===== config.mk =====
export PLATFORM = sky130hd
export DESIGN_NAME = key_autorepeat_slot_engine
export DESIGN_NICKNAME = d
export VERILOG_FILES = /design/src/sv/kars_pkg.sv /design/src/sv/kars_div.sv /design/src/sv/kars_dpath.sv /design/src/sv/kars_ctrl.sv /design/src/sv/key_autorepeat_slot_engine.sv
export SDC_FILE = /design/constraint.sdc
export NUM_CORES = 1
export LEC_CHECK = 0
export BUFFER_PORTS_ARGS = -buffer_cell sky130_fd_sc_hd__buf_4
export CAP_MARGIN = 20
export CORE_MARGIN = 5
export CORE_UTILIZATION = 39
export CTS_CLUSTER_SIZE = 20
export DETAILED_ROUTE_END_ITERATION = 7
export GPL_TIMING_DRIVEN = 0
export PLACE_DENSITY = 0.51
export SETUP_SLACK_MARGIN = 0.2
export SLEW_MARGIN = 20
export SYNTH_ARGS = -nofsm -noshare
export SYNTH_HDL_FRONTEND = slang
export SYNTH_SLANG_ARGS = --single-unit

===== constraint.sdc =====
create_clock -name aclk -period 12.8 [get_ports aclk]
set_input_delay 3.84 -clock aclk [delete_from_list [all_inputs] [get_ports aclk]]
set_output_delay 3.84 -clock aclk [all_outputs]
set_load 0.005 [all_outputs]

===== src/sv/kars_pkg.sv =====
package kars_pkg;

    // Slot table size and the derived index width.
    localparam int SLOT_COUNT = 8;
    localparam int SLOT_IW    = (SLOT_COUNT > 1) ? $clog2(SLOT_COUNT) : 1;

    // At most this many repeat results are reported for one tick.
    localparam int MAX_RESULTS = 8;
    localparam int FIRE_CW     = $clog2(MAX_RESULTS + 1);

    localparam int KEY_W    = 10;
    localparam int RATE_W   = 10;
    localparam int DELAY_W  = 14;
    localparam int TIME_W   = 32;
    localparam int PERIOD_W = 10;
    localparam int TMO_W    = 15;
    localparam int CLAMP_W  = 14;
    localparam int CFG_W    = 14;
    localparam int CFG_IW   = 1;

    localparam logic [RATE_W-1:0]   RATE_RESET   = RATE_W'(25);
    localparam logic [DELAY_W-1:0]  DELAY_RESET  = DELAY_W'(600);
    localparam logic [PERIOD_W-1:0] MS_PER_SEC   = PERIOD_W'(1000);
    // ceil(1000 / 25), the period that matches the reset rate.
    localparam logic [PERIOD_W-1:0] PERIOD_RESET = PERIOD_W'(40);
    localparam logic [CLAMP_W-1:0]  TIMEOUT_MAX  = CLAMP_W'(16383);
    // All ones, which reads as -1 in the signed timeout field.
    localparam logic signed [TMO_W-1:0] TIMEOUT_NONE = '1;

    // Restoring divider: one quotient bit per cycle.
    localparam int DIV_STEPS = PERIOD_W;
    localparam int DIV_CW    = $clog2(DIV_STEPS + 1);

    typedef enum logic [2:0] {
        OP_PRESS   = 3'd0,
        OP_RELEASE = 3'd1,
        OP_TICK    = 3'd2,
        OP_CLEAR   = 3'd3,
        OP_QUERY   = 3'd4
    } op_t;

    localparam logic [1:0] KIND_ACK     = 2'd0;
    localparam logic [1:0] KIND_FIRE    = 2'd1;
    localparam logic [1:0] KIND_TIMEOUT = 2'd2;

    localparam logic [CFG_IW-1:0] REG_RATE  = 1'd0;
    localparam logic [CFG_IW-1:0] REG_DELAY = 1'd1;

    typedef struct packed {
        logic start;   // request accepted, latch it and restart the scan
        logic step;    // process the slot under the scan index
        logic finish;  // emit the closing result and commit a press
    } kars_cmd_t;

    typedef struct packed {
        logic is_tick;
        logic pend_valid;
        logic scan_last;
        logic out_free;
        logic div_busy;
    } kars_sts_t;

endpackage


===== src/sv/kars_div.sv =====
module kars_div (
    input  logic                                aclk,
    input  logic                                aresetn,
    input  logic                                start,
    input  logic [kars_pkg::RATE_W-1:0]         divisor,
    output logic                                busy,
    output logic [kars_pkg::PERIOD_W-1:0]       period
);

    logic                              busy_reg, busy_next;
    logic [kars_pkg::PERIOD_W-1:0]     period_reg, period_next;
    logic [kars_pkg::DIV_CW-1:0]       cnt_reg;
    logic [kars_pkg::PERIOD_W-1:0]     num_reg;
    logic [kars_pkg::RATE_W-1:0]       rem_reg, rem_next;
    logic [kars_pkg::PERIOD_W-1:0]     quo_reg, quo_next;
    logic [kars_pkg::RATE_W-1:0]       div_reg;
    logic [kars_pkg::RATE_W:0]         rem_sh;
    logic                              ge;

    // One restoring step: shift in the next numerator bit, subtract if it fits.
    always_comb begin
        rem_sh   = {rem_reg, num_reg[kars_pkg::PERIOD_W-1]};
        ge       = rem_sh >= {1'b0, div_reg};
        rem_next = ge ? kars_pkg::RATE_W'(rem_sh - {1'b0, div_reg})
                      : rem_sh[kars_pkg::RATE_W-1:0];
        quo_next = {quo_reg[kars_pkg::PERIOD_W-2:0], ge};
        busy_next   = busy_reg;
        period_next = period_reg;
        if (start) begin
            busy_next = 1'b1;
        end else if (busy_reg && cnt_reg == kars_pkg::DIV_CW'(kars_pkg::DIV_STEPS - 1)) begin
            busy_next = 1'b0;
            if (div_reg == '0) begin
                period_next = kars_pkg::MS_PER_SEC;
            end else begin
                period_next = quo_next + kars_pkg::PERIOD_W'(rem_next != '0);
            end
        end
    end

    always_ff @(posedge aclk) begin
        if (!aresetn) begin
            busy_reg   <= 1'b0;
            period_reg <= kars_pkg::PERIOD_RESET;
        end else begin
            busy_reg   <= busy_next;
            period_reg <= period_next;
        end
    end

    always_ff @(posedge aclk) begin
        if (start) begin
            div_reg <= divisor;
            num_reg <= kars_pkg::MS_PER_SEC;
            rem_reg <= '0;
            quo_reg <= '0;
            cnt_reg <= '0;
        end else if (busy_reg) begin
            num_reg <= {num_reg[kars_pkg::PERIOD_W-2:0], 1'b0};
            rem_reg <= rem_next;
            quo_reg <= quo_next;
            cnt_reg <= cnt_reg + kars_pkg::DIV_CW'(1);
        end
    end

    assign busy   = busy_reg;
    assign period = period_reg;

endmodule


===== src/sv/kars_dpath.sv =====
module kars_dpath (
    input  logic                                   aclk,
    input  logic                                   aresetn,
    input  kars_pkg::kars_cmd_t                    cmd,
    output kars_pkg::kars_sts_t                    sts,
    input  logic [2:0]                             in_op,
    input  logic [kars_pkg::KEY_W-1:0]             in_key,
    input  logic                                   in_rep,
    input  logic                                   cfg_we,
    input  logic [kars_pkg::CFG_IW-1:0]            cfg_index,
    input  logic [kars_pkg::CFG_W-1:0]             cfg_wdata,
    input  logic                                   m_tready,
    output logic                                   out_valid,
    output logic [1:0]                             out_kind,
    output logic [kars_pkg::KEY_W-1:0]             out_key,
    output logic                                   out_found,
    output logic signed [kars_pkg::TMO_W-1:0]      out_tmo,
    output logic                                   out_last
);

    localparam int N  = kars_pkg::SLOT_COUNT;
    localparam int IW = kars_pkg::SLOT_IW;

    // Configuration.
    logic [kars_pkg::RATE_W-1:0]     rate_reg;
    logic [kars_pkg::DELAY_W-1:0]    delay_reg;
    logic                            div_start, div_busy;
    logic [kars_pkg::PERIOD_W-1:0]   period;

    // Slot table and clock.
    logic [N-1:0]                    active_reg;
    logic [kars_pkg::KEY_W-1:0]      slot_key_reg [N];
    logic [kars_pkg::TIME_W-1:0]     slot_due_reg [N];
    logic [kars_pkg::TIME_W-1:0]     time_now_reg;

    // Request being worked on and scan state.
    logic [2:0]                      op_reg;
    logic [kars_pkg::KEY_W-1:0]      key_reg;
    logic                            rep_reg;
    logic [IW-1:0]                   idx_reg;
    logic                            hit_reg;
    logic [IW-1:0]                   hit_idx_reg;
    logic                            free_found_reg;
    logic [IW-1:0]                   free_idx_reg;
    logic                            any_reg;
    logic [kars_pkg::CLAMP_W-1:0]    best_reg;
    logic [kars_pkg::FIRE_CW-1:0]    fire_cnt_reg;
    logic                            pend_valid_reg;
    logic [kars_pkg::KEY_W-1:0]      pend_key_reg;

    // Result register.
    logic                            out_valid_reg;
    logic [1:0]                      out_kind_reg, fin_kind;
    logic [kars_pkg::KEY_W-1:0]      out_key_reg, fin_key;
    logic                            out_found_reg, fin_found;
    logic signed [kars_pkg::TMO_W-1:0] out_tmo_reg, fin_tmo;
    logic                            out_last_reg;

    logic                            is_press, is_release, is_tick, is_query;
    logic                            cur_active, key_hit, fire, report, armed;
    logic [kars_pkg::KEY_W-1:0]      cur_key;
    logic [kars_pkg::TIME_W-1:0]     cur_due, late, left;
    logic [kars_pkg::CLAMP_W-1:0]    left_clamp;
    logic [IW-1:0]                   target;
    logic                            out_free, has_final, fire_load, out_load;

    assign div_start = cfg_we && cfg_index == kars_pkg::REG_RATE;

    kars_div u_div (
        .aclk    (aclk),
        .aresetn (aresetn),
        .start   (div_start),
        .divisor (cfg_wdata[kars_pkg::RATE_W-1:0]),
        .busy    (div_busy),
        .period  (period)
    );

    assign is_press   = op_reg == kars_pkg::OP_PRESS;
    assign is_release = op_reg == kars_pkg::OP_RELEASE;
    assign is_tick    = op_reg == kars_pkg::OP_TICK;
    assign is_query   = op_reg == kars_pkg::OP_QUERY;

    always_comb begin
        cur_active = active_reg[idx_reg];
        cur_key    = slot_key_reg[idx_reg];
        cur_due    = slot_due_reg[idx_reg];
        key_hit    = cur_active && cur_key == key_reg;
        late       = time_now_reg - cur_due;
        left       = cur_due - time_now_reg;
        fire       = cur_active && !late[kars_pkg::TIME_W-1];
        report     = fire && fire_cnt_reg < kars_pkg::FIRE_CW'(kars_pkg::MAX_RESULTS);
        if (left[kars_pkg::TIME_W-1]) begin
            left_clamp = '0;
        end else if (|left[kars_pkg::TIME_W-2:kars_pkg::CLAMP_W]) begin
            left_clamp = kars_pkg::TIMEOUT_MAX;
        end else begin
            left_clamp = left[kars_pkg::CLAMP_W-1:0];
        end
        armed  = rep_reg && rate_reg != '0 && (hit_reg || free_found_reg);
        target = hit_reg ? hit_idx_reg : free_idx_reg;
    end

    // Closing result of the request.
    always_comb begin
        fin_kind  = kars_pkg::KIND_ACK;
        fin_key   = '0;
        fin_found = 1'b0;
        fin_tmo   = '0;
        unique case (op_reg)
            kars_pkg::OP_PRESS: begin
                fin_key   = key_reg;
                fin_found = armed;
            end
            kars_pkg::OP_RELEASE: begin
                fin_key   = key_reg;
                fin_found = hit_reg;
            end
            kars_pkg::OP_TICK: begin
                fin_kind = kars_pkg::KIND_FIRE;
                fin_key  = pend_key_reg;
            end
            kars_pkg::OP_QUERY: begin
                fin_kind = kars_pkg::KIND_TIMEOUT;
                fin_tmo  = any_reg ? kars_pkg::TMO_W'({1'b0, best_reg})
                                   : kars_pkg::TIMEOUT_NONE;
            end
            default: begin
            end
        endcase
    end

    assign out_free  = !out_valid_reg || m_tready;
    assign has_final = !is_tick || pend_valid_reg;
    // A new firing slot pushes out the one held before it.
    assign fire_load = cmd.step && is_tick && report && pend_valid_reg;
    assign out_load  = fire_load || (cmd.finish && has_final);

    always_ff @(posedge aclk) begin
        if (!aresetn) begin
            rate_reg       <= kars_pkg::RATE_RESET;
            delay_reg      <= kars_pkg::DELAY_RESET;
            time_now_reg   <= '0;
            active_reg     <= '0;
            out_valid_reg  <= 1'b0;
            pend_valid_reg <= 1'b0;
            fire_cnt_reg   <= '0;
        end else begin
            if (cfg_we) begin
                unique case (cfg_index)
                    kars_pkg::REG_RATE:  rate_reg  <= cfg_wdata[kars_pkg::RATE_W-1:0];
                    kars_pkg::REG_DELAY: delay_reg <= cfg_wdata[kars_pkg::DELAY_W-1:0];
                    default: begin
                    end
                endcase
            end
            if (out_load) begin
                out_valid_reg <= 1'b1;
            end else if (m_tready) begin
                out_valid_reg <= 1'b0;
            end
            if (cmd.start) begin
                fire_cnt_reg   <= '0;
                pend_valid_reg <= 1'b0;
                if (in_op == kars_pkg::OP_TICK) begin
                    time_now_reg <= time_now_reg + kars_pkg::TIME_W'(1);
                end
                if (in_op == kars_pkg::OP_CLEAR) begin
                    active_reg <= '0;
                end
            end else if (cmd.step) begin
                if (is_release && key_hit && !hit_reg) begin
                    active_reg[idx_reg] <= 1'b0;
                end
                if (is_tick && report) begin
                    pend_valid_reg <= 1'b1;
                    fire_cnt_reg   <= fire_cnt_reg + kars_pkg::FIRE_CW'(1);
                end
            end else if (cmd.finish) begin
                pend_valid_reg <= 1'b0;
                if (is_press && armed) begin
                    active_reg[target] <= 1'b1;
                end
            end
        end
    end

    always_ff @(posedge aclk) begin
        if (cmd.start) begin
            op_reg         <= in_op;
            key_reg        <= in_key;
            rep_reg        <= in_rep;
            idx_reg        <= '0;
            hit_reg        <= 1'b0;
            free_found_reg <= 1'b0;
            any_reg        <= 1'b0;
        end else if (cmd.step) begin
            idx_reg <= idx_reg + IW'(1);
            if ((is_press || is_release) && key_hit && !hit_reg) begin
                hit_reg     <= 1'b1;
                hit_idx_reg <= idx_reg;
            end
            if (is_press && !cur_active && !free_found_reg) begin
                free_found_reg <= 1'b1;
                free_idx_reg   <= idx_reg;
            end
            if (is_query && cur_active && (!any_reg || left_clamp < best_reg)) begin
                any_reg  <= 1'b1;
                best_reg <= left_clamp;
            end
            if (is_tick && fire) begin
                slot_due_reg[idx_reg] <= time_now_reg + kars_pkg::TIME_W'(period);
            end
            if (is_tick && report) begin
                pend_key_reg <= cur_key;
            end
        end else if (cmd.finish && is_press && armed) begin
            slot_key_reg[target] <= key_reg;
            slot_due_reg[target] <= time_now_reg + kars_pkg::TIME_W'(delay_reg);
        end
        if (fire_load) begin
            out_kind_reg  <= kars_pkg::KIND_FIRE;
            out_key_reg   <= pend_key_reg;
            out_found_reg <= 1'b0;
            out_tmo_reg   <= '0;
            out_last_reg  <= 1'b0;
        end else if (cmd.finish && has_final) begin
            out_kind_reg  <= fin_kind;
            out_key_reg   <= fin_key;
            out_found_reg <= fin_found;
            out_tmo_reg   <= fin_tmo;
            out_last_reg  <= 1'b1;
        end
    end

    assign sts.is_tick    = is_tick;
    assign sts.pend_valid = pend_valid_reg;
    assign sts.scan_last  = idx_reg == IW'(N - 1);
    assign sts.out_free   = out_free;
    assign sts.div_busy   = div_busy;

    assign out_valid = out_valid_reg;
    assign out_kind  = out_kind_reg;
    assign out_key   = out_key_reg;
    assign out_found = out_found_reg;
    assign out_tmo   = out_tmo_reg;
    assign out_last  = out_last_reg;

    // A result is never written over one that has not been taken.
    a_no_overwrite: assert property (@(posedge aclk) disable iff (!aresetn)
        out_load |-> (!out_valid_reg || m_tready))
        else $error("result register overwritten");

    // The report count of a tick never passes the result limit.
    a_fire_bound: assert property (@(posedge aclk) disable iff (!aresetn)
        fire_cnt_reg <= kars_pkg::FIRE_CW'(kars_pkg::MAX_RESULTS))
        else $error("fire count above limit");

    // No held repeat survives the end of a request.
    a_pend_drained: assert property (@(posedge aclk) disable iff (!aresetn)
        cmd.finish |=> !pend_valid_reg)
        else $error("pending repeat left after finish");

endmodule


===== src/sv/kars_ctrl.sv =====
module kars_ctrl (
    input  logic                   aclk,
    input  logic                   aresetn,
    input  logic                   s_tvalid,
    output logic                   s_tready,
    input  kars_pkg::kars_sts_t    sts,
    output kars_pkg::kars_cmd_t    cmd
);

    typedef enum logic [2:0] {
        ST_IDLE = 3'b001,
        ST_SCAN = 3'b010,
        ST_DONE = 3'b100
    } state_t;

    state_t state_reg, state_next;

    always_comb begin
        state_next = state_reg;
        s_tready   = 1'b0;
        cmd        = '0;
        unique case (state_reg)
            ST_IDLE: begin
                s_tready  = !sts.div_busy;
                cmd.start = s_tvalid && !sts.div_busy;
                if (cmd.start) begin
                    state_next = ST_SCAN;
                end
            end
            ST_SCAN: begin
                // A firing slot may need the result register for the repeat held before it.
                cmd.step = !(sts.is_tick && sts.pend_valid && !sts.out_free);
                if (cmd.step && sts.scan_last) begin
                    state_next = ST_DONE;
                end
            end
            ST_DONE: begin
                cmd.finish = sts.out_free;
                if (cmd.finish) begin
                    state_next = ST_IDLE;
                end
            end
            default: begin
                state_next = ST_IDLE;
            end
        endcase
    end

    always_ff @(posedge aclk) begin
        if (!aresetn) begin
            state_reg <= ST_IDLE;
        end else begin
            state_reg <= state_next;
        end
    end

    // The closing result waits while the result register is still held.
    a_done_holds: assert property (@(posedge aclk) disable iff (!aresetn)
        (state_reg == ST_DONE && !sts.out_free) |=> state_reg == ST_DONE)
        else $error("left done state with output blocked");

    // A scan step never stalls a tick into dropping a held repeat.
    a_step_room: assert property (@(posedge aclk) disable iff (!aresetn)
        (cmd.step && sts.is_tick && sts.pend_valid) |-> sts.out_free)
        else $error("tick step without room for held repeat");

endmodule


===== src/sv/key_autorepeat_slot_engine.sv =====
// A request is accepted in the idle state; the scan then steps one slot per cycle, but a
//   tick stalls its step while a held repeat finds the result register full. The closing
//   result is registered in the done state once that register is free. A new request is
//   taken only after the closing result of the last one. A write of the rate register
//   occupies the period divider, during which no request is taken.
// Reset (aresetn low, synchronous): all slots free, time zero, rate 25, delay 600 ms.
module key_autorepeat_slot_engine (
    input  logic                                aclk,
    input  logic                                aresetn,

    // Request channel.
    input  logic                                s_tvalid,
    output logic                                s_tready,
    input  logic [15:0]                         s_tdata,  // key_code[9:0], repeatable[10]
    input  logic [2:0]                          s_tuser,  // op[2:0]

    // Result channel.
    output logic                                m_tvalid,
    input  logic                                m_tready,
    output logic [31:0]                         m_tdata,  // key_code_res[9:0],
                                                          // slot_found[10], timeout_ms[25:11]
    output logic [1:0]                          m_tuser,  // kind[1:0]
    output logic                                m_tlast,

    // Configuration write port.
    input  logic                                cfg_we,
    input  logic [kars_pkg::CFG_IW-1:0]         cfg_index,
    input  logic [kars_pkg::CFG_W-1:0]          cfg_wdata
);

    kars_pkg::kars_cmd_t                 cmd;
    kars_pkg::kars_sts_t                 sts;
    logic [kars_pkg::KEY_W-1:0]          out_key;
    logic                                out_found;
    logic signed [kars_pkg::TMO_W-1:0]   out_tmo;

    // The controller sequences each request: accept, one step per slot, then the
    // closing result. A tick reports each firing slot as the next one is found, so
    // the last repeat of a tick can carry tlast.
    kars_ctrl u_ctrl (
        .aclk     (aclk),
        .aresetn  (aresetn),
        .s_tvalid (s_tvalid),
        .s_tready (s_tready),
        .sts      (sts),
        .cmd      (cmd)
    );

    // The datapath holds the slot table, the millisecond clock, the configuration,
    // the repeat period divider and the result register that parts the two sides.
    kars_dpath u_dpath (
        .aclk      (aclk),
        .aresetn   (aresetn),
        .cmd       (cmd),
        .sts       (sts),
        .in_op     (s_tuser),
        .in_key    (s_tdata[kars_pkg::KEY_W-1:0]),
        .in_rep    (s_tdata[kars_pkg::KEY_W]),
        .cfg_we    (cfg_we),
        .cfg_index (cfg_index),
        .cfg_wdata (cfg_wdata),
        .m_tready  (m_tready),
        .out_valid (m_tvalid),
        .out_kind  (m_tuser),
        .out_key   (out_key),
        .out_found (out_found),
        .out_tmo   (out_tmo),
        .out_last  (m_tlast)
    );

    // Fields are packed from bit 0 upward, zero filled to a whole number of bytes.
    assign m_tdata = {6'b0, out_tmo, out_found, out_key};

endmodule


==> metrics.cfg <==
[status]
status=complete, no violations

[layout]
synthToLayoutAreaGrowth_pct=14.2
diodes=0
largest_reg_flops=256
layout-drive-gt1-share=0.141
fin_nets=2334

[placement]
gp_congestion=0.868
place_ws_ns=3.17
post-dp-hpwl_um=47000
io_buffer_count=64

[timing]
layout_setup_ws_ns=3.83
worst_clock_skew_ns=0.0274
max_freq_mhz=112
slew_headroom=0.306
min_period_ns=8.97
setup-violations-final=0
period_share=0.700
finalSetupTns_ns=0
rsz0062_at_grt=false
holdWs_ns=0.461
drv_slew=0
hold_viol_final=0
worst_pin_slew_ns=1.04

[grt]
use_met3=0.0211
busiest_layer=met2
grt_max_degree=33
grt-ovfl-total=0
grtUsageMet2=0.299
grt_usage=0.180
grtUsageMet1=0.253
grt_pass1_vias=16600
grt_first_pass_wirelength_um=99800
antenna_found_initial=1

[synth]
synthArstFlopShare=0
synthAdderAreaFrac=0.0549
yosysWarningCount=0
synth_edf_count=400
synth_common_cells=400 x edfxtp_1, 162 x nand2_1, 142 x dfxtp_1
synth_top_area_cell=edfxtp_1
synth_compound_area_frac=0.0979
yosysSeqAreaShare=0.573
syn_area_um2=25900
synth-simple-area-share=0.102
synth.distinct_cells=84
synthFlopType=edfxtp_1
yosysMostFrequentCell=edfxtp_1
synth-xor-area-share=0.0344
avgSynthCellArea_um2=12.7
ys_ff_latch=542
syn_inst=2046
synth_top_area_share=0.463
synth_area_leaders=edfxtp_1 46%, dfxtp_1 11%, mux4_2 7.3%
synth.area.mux_share=0.104
synth_top_family_by_area=multiplexers

[floorplan]
initial_utilization=0.394
num_io_pins=76
rows=94
die_area_um2=71800
core_um2=65900
die_y_um=268
die_w_um=268

[route]
ant_nets=0
first_pass_iters=5
wl_per_cell_um=21.1
dr_total_vias=16400
wl_um=65300
drt-initial-drc-count=1111
via_per_inst=5.30
drc=0

[critical_path]
crit_type=input pin to flop
r2r.worst_path.cells=28
reg2reg_to=u_dpath.best_reg[11]$_DFFE_PP_
endpoint_kind=flop
critPathMaxFanout=10
startpoint=m_tready
crit_arrival_ns=9.27
cp.required_ns=13.10
regToRegSetupSlack_ns=4.24
cp-start-kind=input pin

[clock_network]
cts_setup_buffers=0
clock_path_buffers=3
path_clk_slew_ns=0.06
htreeDepth=2
cts_buffers=58
root_buffer=clkbuf_16
ctsHoldBuffers=0
clock-sinks=542
cts_resized=0
clock_latency_ns=0.63
tritoncts=built

[power]
p_per_area_nw_per_um2=134
ir_drop_mv=0.107
p_leak_nw=10.5

[job]
maxCapViolCount=0

[worst_hold_path]
worstHoldStart=u_dpath.delay_reg[11]$_SDFFE_PN0P_
hp-class=flop to flop
hold_path_end=u_dpath.delay_reg[11]$_SDFFE_PN0P_
hold_depth=2

-- metrics by stage --
| step | instances | utilization | total power, W | area, µm² |
|---|---|---|---|---|
| after CTS | 3094 | 0.450 | 0.00402 | 29600 |
| after global routing | 3094 | 0.450 | 0.00413 | 29600 |
| after global placement | 2979 | 0.418 | 0.00233 | 27500 |
| after detailed placement | 2987 | 0.421 | 0.00234 | 27700 |
| after floorplan | 2051 | - | 0.00222 | 26000 |
| final | 3094 | 0.450 | 0.00397 | 29600 |
-- worst max path at each step --
stage | slack (ns) | to | cells past startpoint
floorplan | 5.31 | u_dpath.slot_due_reg[0][29]$_DFFE_PP_ | 18
global placement | 2.98 | u_dpath.slot_due_reg[7][4]$_DFFE_PP_ | 7
detailed placement | 3.17 | u_dpath.slot_due_reg[2][27]$_DFFE_PP_ | 19
CTS | 3.80 | u_dpath.slot_due_reg[4][27]$_DFFE_PP_ | 19
global route | 3.46 | u_dpath.slot_due_reg[4][27]$_DFFE_PP_ | 19
finish | 3.83 | u_dpath.slot_due_reg[4][27]$_DFFE_PP_ | 19
-- metal layers --
layer,routed length (µm),share of wire
met1,30800,0.47
met2,31100,0.48
met3,1900,0.029
met4,1600,0.025
met5,0,0
-- final cells by class --
cell class	instances	area, µm²
clock inverters	40	410
multi-input cells	1288	10300
flip-flops and latches	542	14900
repair buffers	72	622
clock buffers	67	1490
fillers	6091	36200
plain buffers	91	410
inverters	130	488
well taps	864	1080
-- kinds of logic (layout without fill, tap and decap cells) --
| kind of cell | Yosys count | count (layout) |
|---|---|---|
| XOR/XNOR | 102 | 102 |
| AND/OR/NAND/NOR | 524 | 524 |
| other | 1 | 6 |
| flip-flops | 542 | 542 |
| multiplexers | 162 | 162 |
| adder cells (fa/ha/maj) | 112 | 112 |
| AO/OA/AOI/OAI | 382 | 382 |
| buffers and inverters | 221 | 400 |
-- cells in the final DEF, fill, tap and decap left out, types with 7 or more instances in the layout --
cell       synthesis  routed
clkbuf_1          59      68
a31oi_1           26      26
clkinv_2           0      12
mux4_2            84      84
nor2_1           106      98
mux2_2            15      15
nor4_1            13      13
o31ai_1           20      20
mux2i_1           63      63
a21oi_1           86      86
and3_1            14      14
xnor2_1           70      70
buf_2              5       7
nand2_1          162     162
ha_1             109     109
clkinv_1           1      15
inv_1            129     129
buf_1             14      12
bufinv_16          0       7
nand3_1           42      42
nor2_2             0       8
nor3_1            27      26
o21ai_0           76      76
nor2b_1           32      32
dfxtp_1          142     142
or3_1             14      14
a21boi_0          24      24
a211oi_1          11      11
nand2b_1          17      17
clkbuf_16          0      58
and2_1            39      39
xor2_1            32      32
edfxtp_1         400     400
nand4_1           21      21
o21a_1            13      12
buf_4             10      76
a21o_1            52      49
-- where the power goes --
group	switching (W)	internal [W]	total, W
logic	0.000210	0.000152	0.000362
registers	0.0000324	0.00191	0.00194
clock network	0.000700	0.000974	0.00167
-- worst max-delay path: stages --
cell       delay, ns
buf_4           0.11
nor2b_1         0.61
nor3_1          0.12
nand2_1         0.15
or2_2           0.12
clkbuf_1        0.37
clkbuf_1        0.40
nand2_1         0.09
nand2_1         0.15
ha_1            0.25
a21o_1          0.18
a21oi_1         0.22
nor2b_1         0.11
o21ai_0         0.30
a31oi_1         0.24
and4_1          0.32
a2111oi_4       0.79
nor3_1          0.17
xnor2_1         0.69
(Power assumes the default switching activity.)
